===== src/design/cmma_pkg.sv =====
package cmma_pkg;

  localparam int DIM       = 3;
  localparam int ELEM_BITS = 32;
  localparam int FRAC_BITS = 16;

  localparam int DEPTH  = DIM * DIM;
  localparam int IDX_W  = $clog2(DEPTH);
  localparam int CNT_W  = $clog2(DIM);
  localparam int PROD_W = 2 * ELEM_BITS - FRAC_BITS;
  localparam int ACC_W  = PROD_W + 2;
  localparam int STEP_W = 4;

  localparam logic [ELEM_BITS-1:0] ELEM_MAX = {1'b0, {(ELEM_BITS - 1){1'b1}}};
  localparam logic [ELEM_BITS-1:0] ELEM_MIN = {1'b1, {(ELEM_BITS - 1){1'b0}}};

  typedef enum logic [1:0] {
    FUNC_WR_A    = 2'd0,
    FUNC_WR_B    = 2'd1,
    FUNC_WR_C    = 2'd2,
    FUNC_COMPUTE = 2'd3
  } func_t;

  typedef enum logic [2:0] {
    ACC_NONE   = 3'd0,
    ACC_LOAD   = 3'd1,
    ACC_ADD_RE = 3'd2,
    ACC_SUB_RE = 3'd3,
    ACC_ADD_IM = 3'd4
  } acc_op_t;

  typedef enum logic [2:0] {
    COND_NEXT     = 3'd0,
    COND_ALWAYS   = 3'd1,
    COND_NO_START = 3'd2,
    COND_K_MORE   = 3'd3,
    COND_IJ_MORE  = 3'd4
  } cond_t;

  typedef struct packed {
    logic signed [ELEM_BITS-1:0] re;
    logic signed [ELEM_BITS-1:0] im;
  } cval_t;

  typedef struct packed {
    logic              idle;
    logic              a_im;
    logic              b_im;
    logic              mul;
    acc_op_t           acc;
    logic              wb;
    logic              k_adv;
    logic              ij_adv;
    logic              emit;
    cond_t             cond;
    logic [STEP_W-1:0] target;
  } ctl_t;

  typedef struct packed {
    logic k_last;
    logic ij_last;
    logic out_free;
  } stat_t;

  function automatic logic [ELEM_BITS-1:0] sat_elem(input logic [ACC_W-1:0] v);
    logic ovf;
    begin
      ovf = (v[ACC_W-1:ELEM_BITS-1] != {(ACC_W - ELEM_BITS + 1){v[ACC_W-1]}});
      if (ovf) begin
        return v[ACC_W-1] ? ELEM_MIN : ELEM_MAX;
      end
      return v[ELEM_BITS-1:0];
    end
  endfunction

endpackage


===== src/design/cmma_sequencer.sv =====
module cmma_sequencer import cmma_pkg::*; (
  input  logic  clk,
  input  logic  rst_n,
  input  logic  start,
  input  stat_t stat,
  output ctl_t  ctl
);

  localparam logic [STEP_W-1:0] ST_IDLE   = STEP_W'(0);
  localparam logic [STEP_W-1:0] ST_FETCH  = STEP_W'(1);
  localparam logic [STEP_W-1:0] ST_MUL_RR = STEP_W'(2);
  localparam logic [STEP_W-1:0] ST_MUL_II = STEP_W'(3);
  localparam logic [STEP_W-1:0] ST_MUL_IR = STEP_W'(4);
  localparam logic [STEP_W-1:0] ST_MUL_RI = STEP_W'(5);
  localparam logic [STEP_W-1:0] ST_ADD_RI = STEP_W'(6);
  localparam logic [STEP_W-1:0] ST_WB     = STEP_W'(7);
  localparam logic [STEP_W-1:0] ST_NEXT   = STEP_W'(8);
  localparam logic [STEP_W-1:0] ST_EMIT   = STEP_W'(9);
  localparam logic [STEP_W-1:0] ST_DONE   = STEP_W'(10);

  function automatic ctl_t ucode(input logic [STEP_W-1:0] s);
    ctl_t w;
    begin
      w = '0;
      w.acc  = ACC_NONE;
      w.cond = COND_NEXT;
      case (s)
        ST_IDLE: begin
          w.idle   = 1'b1;
          w.cond   = COND_NO_START;
          w.target = ST_IDLE;
        end
        ST_FETCH: begin
          w.acc = ACC_LOAD;
        end
        ST_MUL_RR: begin
          w.mul = 1'b1;
        end
        ST_MUL_II: begin
          w.mul  = 1'b1;
          w.a_im = 1'b1;
          w.b_im = 1'b1;
          w.acc  = ACC_ADD_RE;
        end
        ST_MUL_IR: begin
          w.mul  = 1'b1;
          w.a_im = 1'b1;
          w.acc  = ACC_SUB_RE;
        end
        ST_MUL_RI: begin
          w.mul  = 1'b1;
          w.b_im = 1'b1;
          w.acc  = ACC_ADD_IM;
        end
        ST_ADD_RI: begin
          w.acc = ACC_ADD_IM;
        end
        ST_WB: begin
          w.wb     = 1'b1;
          w.k_adv  = 1'b1;
          w.cond   = COND_K_MORE;
          w.target = ST_FETCH;
        end
        ST_NEXT: begin
          w.ij_adv = 1'b1;
          w.cond   = COND_IJ_MORE;
          w.target = ST_FETCH;
        end
        ST_EMIT: begin
          w.emit   = 1'b1;
          w.ij_adv = 1'b1;
          w.cond   = COND_IJ_MORE;
          w.target = ST_EMIT;
        end
        ST_DONE: begin
          w.cond   = COND_ALWAYS;
          w.target = ST_IDLE;
        end
        default: begin
          w.cond   = COND_ALWAYS;
          w.target = ST_IDLE;
        end
      endcase
      return w;
    end
  endfunction

  logic [STEP_W-1:0] step_r;
  logic [STEP_W-1:0] step_nxt;
  logic              taken;
  logic              hold;

  assign ctl  = ucode(step_r);
  assign hold = ctl.emit && !stat.out_free;

  always_comb begin
    case (ctl.cond)
      COND_NEXT:     taken = 1'b0;
      COND_ALWAYS:   taken = 1'b1;
      COND_NO_START: taken = !start;
      COND_K_MORE:   taken = !stat.k_last;
      COND_IJ_MORE:  taken = !stat.ij_last;
      default:       taken = 1'b1;
    endcase
    if (hold) begin
      step_nxt = step_r;
    end else if (taken) begin
      step_nxt = ctl.target;
    end else begin
      step_nxt = step_r + STEP_W'(1);
    end
  end

  always_ff @(posedge clk) begin
    if (!rst_n) begin
      step_r <= ST_IDLE;
    end else begin
      step_r <= step_nxt;
    end
  end

endmodule


===== config.mk =====
export PLATFORM = sky130hd
export DESIGN_NAME = cmma_sequencer
export DESIGN_NICKNAME = d
export VERILOG_FILES = /design/src/design/cmma_pkg.sv /design/src/design/cmma_sequencer.sv
export SDC_FILE = /design/constraint.sdc
export NUM_CORES = 1
export LEC_CHECK = 0
export ABC_CLOCK_PERIOD_IN_PS = 2000
export BUFFER_PORTS_ARGS = -buffer_cell sky130_fd_sc_hd__buf_2
export CORE_AREA = 2 2 39 41
export CTS_BUF_LIST = sky130_fd_sc_hd__clkbuf_8
export DETAILED_ROUTE_END_ITERATION = 6
export DIE_AREA = 0 0 41 43
export PLACE_DENSITY = 0.65
export SYNTH_ARGS = -nofsm -noshare
export SYNTH_HDL_FRONTEND = slang
export SYNTH_SLANG_ARGS = --single-unit

===== constraint.sdc =====
create_clock -name clk -period 2 [get_ports clk]
set_clock_uncertainty 0.1 [all_clocks]
set_input_delay 0.6 -clock clk [delete_from_list [all_inputs] [get_ports clk]]
set_output_delay 0.6 -clock clk [all_outputs]
set_load 0.05 [all_outputs]

Yosys cells after proc, flatten, opt, wreduce, memory -nomap -nowiden
Index checks and enable logic that the tools add are counted.
- register bits after elaboration: 4
- input port bits: 6
- output and inout bits: 18
- word-level logic and storage cells: 38
- add/sub/neg operators: 1
- equality and inequality tests: 12
- mux-type cells: 11
- reductions and logical operators: 13
- operators with widths (operator ; number):
    7-bit case mux with 5 select lines ; 1
    4-bit by 3-bit equality test with 1-bit output (second input constant) ; 4
    3-bit case mux with 4 select lines ; 1
    4-bit by 2-bit equality test with 1-bit output (second input constant) ; 2
    4-bit equality test (second input constant) ; 2
    2-bit OR reduction ; 4
    3-bit by 2-bit equality test with 1-bit output (second input constant) ; 2
    1-bit two-way mux ; 6
    6-bit OR reduction ; 1
    4-bit by 1-bit adder with 4-bit output (second input constant) ; 1
    4-bit by 1-bit equality test with 1-bit output (second input constant) ; 1
    1-bit logical NOT ; 4
    4-bit logical NOT ; 1
    4-bit two-way mux ; 1
    1-bit case mux with 4 select lines ; 1
    4-bit OR reduction ; 1
    3-bit equality test (second input constant) ; 1
    3-bit logical NOT ; 1
    2-bit two-way mux ; 1
    1-bit logical AND ; 1

Longest topological paths before layout
- depth after elaboration: 6
- mapped depth: 6
- mapped depth without buffers: 6

Worst setup path before layout
No wires, ideal clock.
- path kind: reg2out
- start: reg step_r[0]
- end: out ctl[5] (netlist name)
- arrival time: 2.246 ns
- data required time: 1.300 ns
- path slack: -0.946 ns
- cell stages (with the launch flop): 5
- cell sequence: dfxtp_1 -> inv_1 -> ha_1 -> nor3b_1 -> or2_2
- RTL lines (what ; RTL line ; source):
    start: declaration ; cmma_sequencer.sv:88 ; logic [STEP_W-1:0] step_r;
    start signal: assignment ; cmma_sequencer.sv:118 ; step_r <= step_nxt;
    end: declaration ; cmma_sequencer.sv:6 ; output ctl_t ctl

==> impl_metrics.py <==
metrics = {
    "outcome": {
        "outcome": "finished with violations",
        "violations": "setup timing",
    },
    "grt": {
        "grt_max_degree": 10,
        "grt.total_usage_pct": 19.0,
        "antenna_found_initial": 0,
        "grt.overflow.total": 0,
        "grt_pass1_vias": 553,
        "grt_pass1_wl_mm": 2.26,
    },
    "clock_tree": {
        "cts_root_buf": "clkbuf_8",
        "clock_latency_ps": 210,
        "ctsLongestPathBuffers": 2,
        "htree_levels": 1,
        "clkSinkCount": 4,
        "hold_buffers": 0,
        "cts_tree": "yes",
        "clkTransAtPathRegs_ps": 30,
        "numCtsBuffers": 3,
    },
    "drt": {
        "ant_nets": 0,
        "routedWlPerCell_um": 12.5,
        "vias": 544,
        "drt-pass1-iter-count": 3,
        "drtIter0Drc": 5,
        "via_per_inst": 4.77,
        "routed_wl_mm": 1.43,
        "drc": 0,
    },
    "setup_path": {
        "crit_path_top_delay_cell": "dfxtp_4",
        "worstReg2RegEnd": "step_r[0]",
        "cp_max_fo": 4,
        "startpoint_type": "flip-flop",
        "reg2regPathDepth": 8,
        "crit_end": "ctl[5]",
        "startpoint": "step_r[1]",
        "crit_cells": 5,
        "worstSetupEndpointType": "primary output",
        "cp.required_ps": 1300,
        "crit_type": "flip-flop to primary output",
        "cpPeakStageDelay_ps": 390,
        "crit_family": "flip-flops",
        "path_cells": "inv_4 -> ha_4 -> nor3b_4 -> or2_4 -> buf_8",
        "r2r_slack_ps": 330,
        "cp.arrival_ps": 1380,
        "cp_num_buf_inv": 2,
        "r2r_start": "step_r[1]",
    },
    "pwr": {
        "p_int_uw": 454,
        "p_comb_share_pct": 65.4,
        "powerDensity_mw_per_mm2": 822,
        "finalPower_uw": 806,
        "p_seq_share_pct": 14.2,
        "clkPwrFrac_pct": 20.4,
        "p_leak_uw": 0.000423,
        "switching_share_pct": 43.6,
        "p_sw_uw": 352,
        "vdd_drop_max_mv": 0.495,
    },
    "min_path": {
        "min_path_type": "flip-flop to flip-flop",
    },
    "timing": {
        "setup_tns_ps": -235,
        "fin_crit_sh_pct": 104,
        "min_period_ps": 2080,
        "finalMaxSlewViolations": 0,
        "rsz0062_at_grt": "true",
        "max_freq_ghz": 0.482,
        "setup_viol": 9,
        "finalHoldViolCount": 0,
        "timing.final.ws_setup_ps": -76.8,
    },
    "yosys": {
        "synth.most_common_cell": "nand2_1",
        "synthTopCellsByArea": "dfxtp_1 (17%), ha_1 (11%), nand2_1 (7.1%), buf_4 (6.3%), nor2_1 (4.7%)",
        "synthCells": 64,
        "async_reset_ff_share_pct": 0,
        "synth-seq-area-share_pct": 16.9,
        "synthTopCellsByCount": "nand2_1 (9), nor2_1 (6), buf_4 (4), dfxtp_1 (4), ha_1 (4)",
        "avgSynthCellArea_sq_um": 7.41,
        "yosysUniqueCellTypes": 31,
        "synth_largest_area_cell": "dfxtp_1",
        "synth_warnings": 0,
        "yosys.area.top_type_share_pct": 16.9,
        "ys.flop_type": "dfxtp_1",
        "netlist_area_sq_um": 474,
        "synth_edf_count": 0,
        "ys_ff_latch": 4,
    },
    "layout": {
        "top_register": "step_r",
        "largest_register_ffs": 4,
        "num_antenna_cells": 0,
        "final_cell_area_sq_um": 981,
        "area_delta_synth_final_pct": 107,
        "nNetsFinal": 110,
        "final_util_pct": 70.9,
        "drive_gt1_share_pct": 70.4,
        "largestRegisters": "step_r: 4 flops",
    },
    "floorplan": {
        "die_w_um": 41,
        "num_rows": 14,
        "ios": 24,
        "core_sq_mm": 0.00138,
        "start_util_pct": 34.3,
        "die_y_um": 43,
        "die-area_sq_mm": 0.00176,
    },
    "place": {
        "port_buffers": 21,
        "place_worst_setup_slack_ps": -7.25,
        "placed_area_sq_um": 743,
        "hpwl_mm": 1.01,
        "gp_congestion": 0.734,
    },
    "job": {
        "maxCapViolations": 0,
    },
}
## per-layer routing
metal / up-vias / global-route usage, % / share of wire (%)
met4: 0 / 8.00 / 0
met5: - / 0 / 0
li1: 282 / - / -
met2: 12 / 36.9 / 58
met3: 0 / 1.57 / 2.5
met1: 250 / 18.0 / 39
## repair_timing
action / in CTS / in global routing
endpoints found under the hold margin: 0 / 0
setup endpoints to repair: 16 / 15
gates resized for setup: 49 / 5
cloned: 0 / 0
buffers inserted: 3 / 0
pin swaps: 7 / 4
## through the flow
stage,hold WS [ps],cells
floorplan,392,65
detailed placement,529,108
finish,557,114
global route,580,114
global placement,518,108
CTS,558,114
## cells in the final DEF, fill, tap and decap left out, drive strengths merged, types with 3 or more instances in the layout
cell / instances
buf: 36
nand2: 9
nor2: 6
ha: 4
clkbuf: 4
nand2b: 4
dfxtp: 4
nand3: 3
inv: 3
a21oi: 3
## worst min path at each step
stage                          from  cells after the start  slack (ps)        end
after floorplan           step_r[1]                      2         390  step_r[1]
after global placement    step_r[1]                      3         520  step_r[1]
after detailed placement  step_r[1]                      3         530  step_r[1]
after CTS                 step_r[1]                      3         560  step_r[1]
after global routing      step_r[1]                      3         580  step_r[1]
final                     step_r[1]                      3         560  step_r[1]
## worst reg2reg max path: cells and delay by family, from the launching register on
| kind | cells | cell delay (ps) |
|---|---|---|
| DFF | 1 | 370 |
| adders and majority gates | 1 | 160 |
| AOI/OAI and AO/OA | 1 | 270 |
| buffers and inverters | 3 | 340 |
| and+or+nand+nor | 3 | 370 |
## layout make-up
type	count	area (sq um)
Fill cell	115	403
Tap cell	16	20.0
Timing Repair Buffer	37	332
Inverter	3	16.3
Multi-Input combinational cell	51	482
Clock buffer	3	41.3
Sequential cell	4	90.1
## power groups by stage
stage / sequential, uW / combinational [uW] / clock, uW
4_1_cts: 115 / 525 / 168
3_3_place_gp: 98.7 / 411 / 0
5_1_grt: 117 / 557 / 177
3_5_place_dp: 99.6 / 417 / 0
6_report: 114 / 527 / 165
2_1_floorplan: 99.3 / 313 / 0
## logic make-up after synthesis
logic type               after synthesis  share of synthesized area, %
multiplexers                           1                          2.11
other                                  1                         0.791
buffers and inverters                 10                          12.9
adder cells (fa/ha/maj)                4                          10.6
AND/OR/NAND/NOR                       32                          38.0
XOR/XNOR                               2                          3.69
flip-flops                             4                          16.9
AO/OA/AOI/OAI                         10                          15.0
Note: power is estimated with default switching activity, not from simulation.
